$ cat src/rtl/core/rpht_pkg.sv
package rpht_pkg;

    localparam int BAR_CELLS = 32;
    localparam int QDEPTH    = 2;
    localparam int QPTR_W    = (QDEPTH > 1) ? $clog2(QDEPTH) : 1;
    localparam int QCNT_W    = $clog2(QDEPTH + 1);

    localparam int ADDR_W   = 48;
    localparam int LEVEL_W  = 8;
    localparam int TIME_W   = 32;
    localparam int MS_W     = 16;
    localparam int TDB_W    = 6;
    localparam int BAR_W    = 9;
    localparam int COUNT_W  = 32;
    localparam int SILENT_W = 23;
    localparam int CFG_IDX_W = 3;
    localparam int CFG_DATA_W = 48;
    localparam int S_DATA_W = 88;
    localparam int M_DATA_W = 88;

    localparam logic [LEVEL_W-1:0] LEVEL_NONE = 8'h81;

    // x / 1000 == (x * DIV1000_MUL) >> DIV1000_SHIFT for all 32-bit x
    localparam logic [28:0] DIV1000_MUL   = 29'd274877907;
    localparam int          DIV1000_SHIFT = 38;
    localparam int          PROD_W        = TIME_W + 29;

    localparam int BAR_SPAN = BAR_CELLS * 8;
    localparam logic [BAR_W-1:0] BAR_FULL = (BAR_SPAN > 511) ? 9'd511 : BAR_W'(BAR_SPAN);

    typedef enum logic {
        OP_ADVERT = 1'b0,
        OP_TICK   = 1'b1
    } t_op;

    typedef enum logic {
        KIND_SIGNAL  = 1'b0,
        KIND_DROPOUT = 1'b1
    } t_kind;

    typedef enum logic [1:0] {
        TREND_NONE    = 2'd0,
        TREND_CLOSER  = 2'd1,
        TREND_FARTHER = 2'd2
    } t_trend;

    typedef enum logic [CFG_IDX_W-1:0] {
        CFG_HUNT_ENABLE    = 3'd0,
        CFG_TARGET_ADDRESS = 3'd1,
        CFG_REPORT_INTV    = 3'd2,
        CFG_DROPOUT        = 3'd3,
        CFG_DROPOUT_REPEAT = 3'd4,
        CFG_TREND_DB       = 3'd5
    } t_cfg_idx;

    typedef struct packed {
        logic              hunt_enable;
        logic [ADDR_W-1:0] target_address;
        logic [MS_W-1:0]   report_interval_ms;
        logic [MS_W-1:0]   dropout_ms;
        logic [MS_W-1:0]   dropout_repeat_ms;
        logic [TDB_W-1:0]  trend_db;
    } t_cfg;

    localparam t_cfg CFG_RESET = '{
        hunt_enable:        1'b0,
        target_address:     48'd0,
        report_interval_ms: 16'd250,
        dropout_ms:         16'd4000,
        dropout_repeat_ms:  16'd3000,
        trend_db:           6'd3
    };

    typedef struct packed {
        t_op               op;
        logic [LEVEL_W-1:0] rssi;
        logic [TIME_W-1:0] now_ms;
    } t_qitem;

    typedef struct packed {
        t_kind               kind;
        logic [LEVEL_W-1:0]  shown;
        logic [LEVEL_W-1:0]  peak;
        t_trend              trend;
        logic [COUNT_W-1:0]  count;
        logic [TIME_W-1:0]   silent;
    } t_rpt;

    typedef logic [BAR_W-1:0] t_bar_lut [256];

    localparam longint unsigned TENTH_POW_Q24 [10] = '{
        64'd16777216, 64'd21121264, 64'd26590095, 64'd33474947, 64'd42142461,
        64'd53054215, 64'd66791300, 64'd84085265, 64'd105857077, 64'd133266164
    };

    // shift-subtract quotient, used only while building the table
    function automatic longint unsigned div_u64(input longint unsigned num,
                                                input longint unsigned den);
        longint unsigned q;
        longint unsigned rem;
        q   = 0;
        rem = 0;
        for (int b = 63; b >= 0; b--) begin
            rem = {rem[62:0], num[b]};
            if (rem >= den) begin
                rem  = rem - den;
                q[b] = 1'b1;
            end
        end
        return q;
    endfunction

    function automatic t_bar_lut build_bar_lut();
        t_bar_lut          lut;
        longint unsigned   s;
        longint unsigned   den;
        longint unsigned   scale;
        longint unsigned   p;
        longint unsigned   num;
        longint unsigned   r;
        int                v;
        int                e;
        int                j;
        int                m;
        s   = longint'(BAR_SPAN);
        den = longint'(150) << 24;
        for (int k = 0; k < 256; k++) begin
            v = (k >= 128) ? k - 256 : k;
            if (v <= -95) begin
                r = 0;
            end else if (v >= -20) begin
                r = s;
            end else begin
                e = v + 100;
                j = 0;
                m = e;
                while (m >= 10) begin
                    m = m - 10;
                    j = j + 1;
                end
                scale = 1;
                for (int i = 0; i < j; i++) begin
                    scale = scale * 10;
                end
                p   = div_u64(TENTH_POW_Q24[m] * scale + 64'd50000000, 64'd100000000);
                num = s * (75 * p + (longint'(v + 95) << 24));
                r   = div_u64(num + (den >> 1), den);
            end
            if (r > 511) begin
                r = 511;
            end
            lut[k] = BAR_W'(r);
        end
        return lut;
    endfunction

    localparam t_bar_lut BAR_LUT = build_bar_lut();

endpackage

$ cat src/rtl/core/rpht_front.sv
module rpht_front (
    input  logic                                   i_s_tvalid,
    input  logic [rpht_pkg::S_DATA_W-1:0]          i_s_tdata,  // device_address, rssi, now_ms
    input  logic [0:0]                             i_s_tuser,  // op
    input  rpht_pkg::t_cfg                         i_cfg,
    input  logic                                   i_q_full,
    output logic                                   o_s_tready,
    output logic                                   o_push,
    output rpht_pkg::t_qitem                       o_item
);

    logic [rpht_pkg::ADDR_W-1:0] addr;
    logic                        is_tick;
    logic                        keep;

    assign addr    = i_s_tdata[rpht_pkg::ADDR_W-1:0];
    assign is_tick = (rpht_pkg::t_op'(i_s_tuser[0]) == rpht_pkg::OP_TICK);

    // drop anything that cannot touch state
    assign keep = i_cfg.hunt_enable && (is_tick || (addr == i_cfg.target_address));

    assign o_s_tready    = !i_q_full;
    assign o_push        = i_s_tvalid && o_s_tready && keep;
    assign o_item.op     = rpht_pkg::t_op'(i_s_tuser[0]);
    assign o_item.rssi   = i_s_tdata[55:48];
    assign o_item.now_ms = i_s_tdata[87:56];

endmodule

$ cat src/rtl/core/rpht_queue.sv
module rpht_queue (
    input  logic             i_clk,
    input  logic             i_rst_n,
    input  logic             i_push,
    input  rpht_pkg::t_qitem i_item,
    input  logic             i_pop,
    output logic             o_full,
    output logic             o_valid,
    output rpht_pkg::t_qitem o_item
);

    rpht_pkg::t_qitem                r_mem [rpht_pkg::QDEPTH];
    logic [rpht_pkg::QPTR_W-1:0]     r_wptr;
    logic [rpht_pkg::QPTR_W-1:0]     r_rptr;
    logic [rpht_pkg::QCNT_W-1:0]     r_count;
    logic                            do_pop;

    function automatic logic [rpht_pkg::QPTR_W-1:0] ptr_inc(
        input logic [rpht_pkg::QPTR_W-1:0] p
    );
        if (p == rpht_pkg::QPTR_W'(rpht_pkg::QDEPTH - 1)) begin
            return '0;
        end
        return p + 1'b1;
    endfunction

    // no input transfer while reset is held
    assign o_full  = !i_rst_n || (r_count == rpht_pkg::QCNT_W'(rpht_pkg::QDEPTH));
    assign o_valid = (r_count != '0);
    assign o_item  = r_mem[r_rptr];
    assign do_pop  = i_pop && o_valid;

    always_ff @(posedge i_clk) begin
        if (i_push) begin
            r_mem[r_wptr] <= i_item;
        end
    end

    always_ff @(posedge i_clk) begin
        if (!i_rst_n) begin
            r_wptr  <= '0;
            r_rptr  <= '0;
            r_count <= '0;
        end else begin
            if (i_push) begin
                r_wptr <= ptr_inc(r_wptr);
            end
            if (do_pop) begin
                r_rptr <= ptr_inc(r_rptr);
            end
            if (i_push && !do_pop) begin
                r_count <= r_count + 1'b1;
            end else if (do_pop && !i_push) begin
                r_count <= r_count - 1'b1;
            end
        end
    end

endmodule

$ cat src/rtl/core/rpht_exec.sv
module rpht_exec (
    input  logic             i_clk,
    input  logic             i_rst_n,
    input  rpht_pkg::t_cfg   i_cfg,
    input  logic             i_q_valid,
    input  rpht_pkg::t_qitem i_q_item,
    output logic             o_q_pop,
    input  logic             i_rpt_ready,
    output logic             o_rpt_valid,
    output rpht_pkg::t_rpt   o_rpt
);

    logic signed [7:0]  r_peak,  n_peak;
    logic signed [7:0]  r_shown, n_shown;
    logic signed [7:0]  r_window, n_window;
    logic [31:0]        r_count, n_count;
    logic [31:0]        r_last_report, n_last_report;
    logic [31:0]        r_last_seen, n_last_seen;
    logic               r_rpt_valid;
    rpht_pkg::t_rpt     r_rpt, n_rpt;

    logic               fire;
    logic signed [7:0]  rssi_s;
    logic signed [7:0]  wmax;
    logic [31:0]        since_rep;
    logic [31:0]        silent;
    logic signed [9:0]  v_x;
    logic signed [9:0]  up_x;
    logic signed [9:0]  dn_x;
    logic signed [9:0]  td_x;
    rpht_pkg::t_trend   trend;

    assign o_q_pop     = i_q_valid && (!r_rpt_valid || i_rpt_ready);
    assign o_rpt_valid = r_rpt_valid;
    assign o_rpt       = r_rpt;

    always_comb begin
        n_peak        = r_peak;
        n_shown       = r_shown;
        n_window      = r_window;
        n_count       = r_count;
        n_last_report = r_last_report;
        n_last_seen   = r_last_seen;
        fire          = 1'b0;
        trend         = rpht_pkg::TREND_NONE;

        rssi_s    = $signed(i_q_item.rssi);
        since_rep = i_q_item.now_ms - r_last_report;
        silent    = i_q_item.now_ms - r_last_seen;
        wmax      = (rssi_s > r_window) ? rssi_s : r_window;
        v_x       = {{2{wmax[7]}}, wmax};
        td_x      = {4'b0, i_cfg.trend_db};
        up_x      = $signed({{2{r_shown[7]}}, r_shown}) + td_x;
        dn_x      = $signed({{2{r_shown[7]}}, r_shown}) - td_x;

        n_rpt.kind   = rpht_pkg::KIND_DROPOUT;
        n_rpt.shown  = '0;
        n_rpt.peak   = r_peak;
        n_rpt.trend  = rpht_pkg::TREND_NONE;
        n_rpt.count  = r_count;
        n_rpt.silent = silent;

        if (i_q_item.op == rpht_pkg::OP_TICK) begin
            fire = (silent > {16'b0, i_cfg.dropout_ms})
                && (since_rep > {16'b0, i_cfg.dropout_repeat_ms});
            if (fire) begin
                n_last_report = i_q_item.now_ms;
            end
        end else begin
            n_last_seen = i_q_item.now_ms;
            n_window    = wmax;
            fire        = (since_rep >= {16'b0, i_cfg.report_interval_ms});
            if (fire) begin
                n_count = r_count + 1'b1;
                n_peak  = (wmax > r_peak) ? wmax : r_peak;
                if (r_shown != $signed(rpht_pkg::LEVEL_NONE)) begin
                    if (v_x >= up_x) begin
                        trend = rpht_pkg::TREND_CLOSER;
                    end else if (v_x <= dn_x) begin
                        trend = rpht_pkg::TREND_FARTHER;
                    end
                end
                n_shown       = wmax;
                n_window      = $signed(rpht_pkg::LEVEL_NONE);
                n_last_report = i_q_item.now_ms;
            end
            n_rpt.kind   = rpht_pkg::KIND_SIGNAL;
            n_rpt.shown  = wmax;
            n_rpt.peak   = n_peak;
            n_rpt.trend  = trend;
            n_rpt.count  = n_count;
            n_rpt.silent = '0;
        end
    end

    always_ff @(posedge i_clk) begin
        if (o_q_pop && fire) begin
            r_rpt <= n_rpt;
        end
    end

    always_ff @(posedge i_clk) begin
        if (!i_rst_n) begin
            r_peak        <= $signed(rpht_pkg::LEVEL_NONE);
            r_shown       <= $signed(rpht_pkg::LEVEL_NONE);
            r_window      <= $signed(rpht_pkg::LEVEL_NONE);
            r_count       <= '0;
            r_last_report <= '0;
            r_last_seen   <= '0;
            r_rpt_valid   <= 1'b0;
        end else begin
            if (o_q_pop) begin
                r_peak        <= n_peak;
                r_shown       <= n_shown;
                r_window      <= n_window;
                r_count       <= n_count;
                r_last_report <= n_last_report;
                r_last_seen   <= n_last_seen;
                r_rpt_valid   <= fire;
            end else if (i_rpt_ready) begin
                r_rpt_valid   <= 1'b0;
            end
        end
    end

endmodule

$ cat src/rtl/core/rpht_report.sv
module rpht_report (
    input  logic                          i_clk,
    input  logic                          i_rst_n,
    input  logic                          i_rpt_valid,
    input  rpht_pkg::t_rpt                i_rpt,
    output logic                          o_rpt_ready,
    output logic                          o_m_tvalid,
    input  logic                          i_m_tready,
    output logic [rpht_pkg::M_DATA_W-1:0] o_m_tdata,
    output logic [0:0]                    o_m_tuser
);

    logic [rpht_pkg::PROD_W-1:0]   prod;
    logic [rpht_pkg::SILENT_W-1:0] secs;
    logic [rpht_pkg::BAR_W-1:0]    bar;
    logic                          r_valid;
    logic [rpht_pkg::M_DATA_W-1:0] r_data;
    logic                          r_kind;

    assign prod = {29'b0, i_rpt.silent} * {32'b0, rpht_pkg::DIV1000_MUL};
    assign secs = prod[rpht_pkg::DIV1000_SHIFT +: rpht_pkg::SILENT_W];
    assign bar  = (i_rpt.kind == rpht_pkg::KIND_DROPOUT) ? '0 : rpht_pkg::BAR_LUT[i_rpt.shown];

    assign o_rpt_ready = !r_valid || i_m_tready;
    assign o_m_tvalid  = r_valid;
    assign o_m_tdata   = r_data;
    assign o_m_tuser   = r_kind;

    always_ff @(posedge i_clk) begin
        if (i_rpt_valid && o_rpt_ready) begin
            r_data <= {6'b0, secs, i_rpt.count, bar, i_rpt.trend, i_rpt.peak, i_rpt.shown};
            r_kind <= i_rpt.kind;
        end
    end

    always_ff @(posedge i_clk) begin
        if (!i_rst_n) begin
            r_valid <= 1'b0;
        end else if (o_rpt_ready) begin
            r_valid <= i_rpt_valid;
        end
    end

endmodule

$ cat src/rtl/core/rssi_peak_hold_tracker_core.sv
// A result is offered once its input transfer has passed the queue, state-update and output
// registers. Throughput: one input transfer per cycle while the output is not stalled, through a
// two-entry queue between classifier and state-update stage; all tracker state updates on each pop.
// Reset: synchronous, active low; clears the queue, pipeline valids and tracker state and
// loads the configuration defaults. No clearing pass; input ready is low while reset is
// held and high from the cycle reset is released.
module rssi_peak_hold_tracker_core (
    input  logic                            i_clk,
    input  logic                            i_rst_n,
    input  logic                            i_s_tvalid,
    output logic                            o_s_tready,
    // [47:0] device_address, [55:48] rssi, [87:56] now_ms
    input  logic [rpht_pkg::S_DATA_W-1:0]   i_s_tdata,
    // [0] op
    input  logic [0:0]                      i_s_tuser,
    output logic                            o_m_tvalid,
    input  logic                            i_m_tready,
    // [7:0] shown_rssi, [15:8] peak_rssi, [17:16] trend, [26:18] bar_eighths,
    // [58:27] reading_count, [81:59] silent_seconds, [87:82] zero
    output logic [rpht_pkg::M_DATA_W-1:0]   o_m_tdata,
    // [0] kind
    output logic [0:0]                      o_m_tuser,
    input  logic                            i_cfg_we,
    input  logic [rpht_pkg::CFG_IDX_W-1:0]  i_cfg_index,
    input  logic [rpht_pkg::CFG_DATA_W-1:0] i_cfg_wdata
);

    rpht_pkg::t_cfg   r_cfg;
    logic             q_full;
    logic             q_push;
    rpht_pkg::t_qitem q_in;
    logic             q_pop;
    logic             q_valid;
    rpht_pkg::t_qitem q_out;
    logic             rpt_valid;
    logic             rpt_ready;
    rpht_pkg::t_rpt   rpt;

    always_ff @(posedge i_clk) begin
        if (!i_rst_n) begin
            r_cfg <= rpht_pkg::CFG_RESET;
        end else if (i_cfg_we) begin
            case (i_cfg_index)
                rpht_pkg::CFG_HUNT_ENABLE:    r_cfg.hunt_enable        <= i_cfg_wdata[0];
                rpht_pkg::CFG_TARGET_ADDRESS: r_cfg.target_address     <= i_cfg_wdata[47:0];
                rpht_pkg::CFG_REPORT_INTV:    r_cfg.report_interval_ms <= i_cfg_wdata[15:0];
                rpht_pkg::CFG_DROPOUT:        r_cfg.dropout_ms         <= i_cfg_wdata[15:0];
                rpht_pkg::CFG_DROPOUT_REPEAT: r_cfg.dropout_repeat_ms  <= i_cfg_wdata[15:0];
                rpht_pkg::CFG_TREND_DB:       r_cfg.trend_db           <= i_cfg_wdata[5:0];
                default:                      r_cfg                    <= r_cfg;
            endcase
        end
    end

    rpht_front u_front (
        .i_s_tvalid (i_s_tvalid),
        .i_s_tdata  (i_s_tdata),
        .i_s_tuser  (i_s_tuser),
        .i_cfg      (r_cfg),
        .i_q_full   (q_full),
        .o_s_tready (o_s_tready),
        .o_push     (q_push),
        .o_item     (q_in)
    );

    rpht_queue u_queue (
        .i_clk   (i_clk),
        .i_rst_n (i_rst_n),
        .i_push  (q_push),
        .i_item  (q_in),
        .i_pop   (q_pop),
        .o_full  (q_full),
        .o_valid (q_valid),
        .o_item  (q_out)
    );

    rpht_exec u_exec (
        .i_clk       (i_clk),
        .i_rst_n     (i_rst_n),
        .i_cfg       (r_cfg),
        .i_q_valid   (q_valid),
        .i_q_item    (q_out),
        .o_q_pop     (q_pop),
        .i_rpt_ready (rpt_ready),
        .o_rpt_valid (rpt_valid),
        .o_rpt       (rpt)
    );

    rpht_report u_report (
        .i_clk       (i_clk),
        .i_rst_n     (i_rst_n),
        .i_rpt_valid (rpt_valid),
        .i_rpt       (rpt),
        .o_rpt_ready (rpt_ready),
        .o_m_tvalid  (o_m_tvalid),
        .i_m_tready  (i_m_tready),
        .o_m_tdata   (o_m_tdata),
        .o_m_tuser   (o_m_tuser)
    );

endmodule

$ cat config.mk
export PLATFORM = sky130hd
export DESIGN_NAME = rssi_peak_hold_tracker_core
export DESIGN_NICKNAME = d
export VERILOG_FILES = /design/src/rtl/core/rpht_pkg.sv /design/src/rtl/core/rpht_front.sv /design/src/rtl/core/rpht_queue.sv /design/src/rtl/core/rpht_exec.sv /design/src/rtl/core/rpht_report.sv /design/src/rtl/core/rssi_peak_hold_tracker_core.sv
export SDC_FILE = /design/constraint.sdc
export NUM_CORES = 2
export LEC_CHECK = 0
export BUFFER_PORTS_ARGS = -buffer_cell sky130_fd_sc_hd__buf_2
export CAP_MARGIN = 20
export CORE_MARGIN = 2
export CORE_UTILIZATION = 55
export DETAILED_ROUTE_END_ITERATION = 8
export GPL_ROUTABILITY_DRIVEN = 0
export PLACE_DENSITY = 0.73
export SETUP_SLACK_MARGIN = 0.05
export SLEW_MARGIN = 25
export SYNTH_ARGS = -nofsm -noshare
export SYNTH_HDL_FRONTEND = slang
export SYNTH_SLANG_ARGS = --single-unit
$ cat constraint.sdc
create_clock -name i_clk -period 12.6 [get_ports i_clk]
set_input_delay 0.63 -clock i_clk [delete_from_list [all_inputs] [get_ports i_clk]]
set_output_delay 0.63 -clock i_clk [all_outputs]
set_load 0.05 [all_outputs]
==> impl_metrics.py <==
metrics = {
    "worst_setup_path": {
        "path_buf_inv": 6,
        "path_class": "reg2reg",
        "reg2reg_depth": 26,
        "critPathArrivalTime_ps": 8550,
        "cp.depth": 26,
        "cp_top_family": "adder cells",
        "reg2reg_from": "u_exec.o_rpt[8]$_SDFFCE_PN0P_",
        "critPathCaptureType": "flop",
        "rrSetupSlack_ps": 4420,
        "cpPeakStageDelay_ps": 780,
        "r2r_end": "u_report.o_m_tdata[75]$_DFFE_PP_",
        "path_common_cell": "fa_1",
        "cp_max_fo": 11,
        "worstPathRequired_ps": 12970,
        "critical_path.startpoint": "u_exec.o_rpt[8]$_SDFFCE_PN0P_",
        "cp-start-kind": "flop",
        "endpoint": "u_report.o_m_tdata[75]$_DFFE_PP_",
        "cp_slowest_cell": "edfxtp_1",
    },
    "yosys": {
        "yosysSeqAreaShare": 0.305,
        "synthFlopType": "edfxtp_1",
        "yosysMostFrequentCell": "inv_1",
        "synth.ff_latch_count": 478,
        "synth_area_um2": 39500,
        "synth_edf_count": 248,
        "synthTopCellsByArea": "edfxtp_1, ha_1, fa_1, dfxtp_1, inv_1",
        "ys_types": 88,
        "synth_top_area_cell": "edfxtp_1",
        "syn_avg_cell_area_um2": 9.78,
        "syn_inst": 4036,
        "synth_top_area_share": 0.189,
        "yosysWarningCount": 0,
        "netlist_top_cells_count": "inv_1, ha_1, nand2_1",
        "async_flop_share": 0,
    },
    "cells_and_area": {
        "finalNetCount": 5215,
        "drive_gt1_frac": 0.0977,
        "fill_cells": 5923,
        "area_growth_syn_to_layout_pct": 9.82,
    },
    "floorplanning": {
        "num_io_pins": 236,
        "die_h_um": 272,
        "dieArea_um2": 73900,
        "coreArea_um2": 71200,
        "die_w_um": 272,
        "num_rows": 98,
        "initial_core_util": 0.554,
    },
    "clock_network": {
        "cts_tree": "done",
        "clk_pin_slew_ps": 70,
        "cts_hold_buf": 0,
        "cts_buffer_depth": 3,
        "post_cts_resized": 0,
        "h-tree-depth": 2,
        "root_buffer": "clkbuf_16",
        "cts_setup_buffers": 0,
        "cts_sinks": 478,
        "cts_buffers": 53,
        "clk_latency_ps": 650,
    },
    "detailed_routing": {
        "wl_um": 98500,
        "wire_per_inst_um": 18.9,
        "drt-initial-drc-count": 1854,
        "drcViolationCount": 0,
        "avgViaCountPerCell": 5.61,
        "final_antenna_net_count": 0,
        "vias": 29200,
        "dr.pass1.iters": 6,
    },
    "sta": {
        "fin_tns_setup_ps": 0,
        "grt_setup_unrepaired": "false",
        "skew_ps": 62.2,
        "hold_viol_final": 0,
        "timing.final.crit_share": 0.649,
        "relSlewSlack": 0.382,
        "worst_pin_slew_ps": 928,
        "post-route-min-period_ps": 8180,
        "finalSetupViolCount": 0,
        "fmaxAchievable_mhz": 122,
        "slew_viol_final": 0,
    },
    "placement": {
        "dp_hpwl_um": 77400,
        "io_buffers": 229,
    },
    "outcome": {
        "status": "finished, final reports clean",
    },
    "global_route": {
        "grt_usage": 0.266,
        "antenna_found_initial": 5,
        "grt_max_degree": 99,
        "grt_pass1_wl_um": 156000,
        "grt_overflow": 0,
        "grt_pass1_vias": 29000,
    },
    "job": {
        "drv_cap": 0,
    },
    "min_path": {
        "min_path_type": "in2reg",
    },
}
==> kinds of logic (layout without fill, tap and decap cells) <==
kind of cell / after synthesis / count (layout) / synth area share
mux: 82 / 82 / 0.0225
other cells: 1 / 8 / 0.0000951
buf+inv: 816 / 1035 / 0.0792
flops: 478 / 478 / 0.305
compound gates: 753 / 753 / 0.122
simple gates: 887 / 887 / 0.105
xor+xnor: 164 / 164 / 0.0364
fa+ha+maj: 855 / 855 / 0.329
==> per-layer routing <==
metal  vias to the layer above  share of wire  track usage  wire length (um)
met5                         -        0.00020            0                20
met4                         4          0.035       0.0917              3410
met3                       191          0.059       0.0356              5820
met2                       878           0.48        0.451             47200
met1                     14100           0.43        0.350             42000
li1                      14100              -            -                 -
==> sequential cells by signal, summed over array words and instances, names as in the netlist, 2 cells and up, named ones only <==
name / count
r_cfg: 103
u_exec.o_rpt: 83
u_exec.r_count: 32
u_exec.r_last_report: 32
u_exec.r_last_seen: 32
u_exec.r_peak: 8
u_exec.r_shown: 8
u_exec.r_window: 8
u_queue.r_count: 2
u_queue.r_mem: 82
u_report.o_m_tdata: 82
==> area by class of cell <==
class | count | area [um2] | area share
multi-input cells | 2747 | 24300 | 0.562
flip-flops and latches | 478 | 12100 | 0.278
inverters | 683 | 2570 | 0.0593
clock buffers | 70 | 1480 | 0.0342
repair buffers | 252 | 1320 | 0.0305
well taps | 950 | 1190 | 0.0274
clock inverters | 30 | 369 | 0.00852
diodes | 2 | 5.00 | 0.000116
==> worst min-delay path by stage <==
stage                                            end  slack (ps)  cells past startpoint                       start
finish                u_queue.r_mem[0][31]$_DFFE_PP_         170                      1               i_s_tdata[87]
global route          u_queue.r_mem[1][31]$_DFFE_PP_         160                      1               i_s_tdata[87]
CTS                   u_queue.r_mem[0][31]$_DFFE_PP_         140                      1               i_s_tdata[87]
detailed placement  u_report.o_m_tdata[31]$_DFFE_PP_         400                      0  u_exec.o_rpt[36]$_DFFE_PP_
global placement    u_report.o_m_tdata[52]$_DFFE_PP_         400                      0  u_exec.o_rpt[57]$_DFFE_PP_
floorplan           u_report.o_m_tdata[10]$_DFFE_PP_         400                      0  u_exec.o_rpt[68]$_DFFE_PP_
==> metrics by stage <==
step,area (um2),instances,setup slack [ps],hold slack [ps],utilization
2_1_floorplan,39500,4041,5610,400,-
3_3_place_gp,41500,5110,4500,402,0.582
3_5_place_dp,41500,5110,4390,405,0.582
4_1_cts,43300,5210,4400,139,0.608
5_1_grt,43300,5212,4070,158,0.608
6_report,43300,5212,4420,168,0.608
==> cell usage in the layout (no fill, tap or decap), types with 29 or more instances in the layout <==
cell | Yosys | routed
inv_1 | 680 | 680
ha_1 | 553 | 553
nand2_1 | 348 | 348
fa_1 | 302 | 302
a21oi_1 | 275 | 275
edfxtp_1 | 248 | 248
buf_2 | 10 | 229
dfxtp_1 | 230 | 229
nor2_1 | 182 | 181
xnor2_1 | 120 | 120
o21ai_0 | 97 | 97
nand3_1 | 70 | 70
a211oi_1 | 61 | 61
clkbuf_16 | 0 | 55
a21o_1 | 53 | 53
nand4_1 | 48 | 48
o31ai_1 | 48 | 48
mux2_2 | 46 | 46
o211ai_1 | 45 | 45
xor2_1 | 44 | 44
and2_1 | 38 | 37
o21a_1 | 35 | 35
nand2b_1 | 34 | 33
nor2b_1 | 33 | 32
nor3_1 | 34 | 32
mux2i_1 | 30 | 29
Power is not shown: default switching activity piles up to over one toggle a cycle in this logic, so the estimate is an artifact.
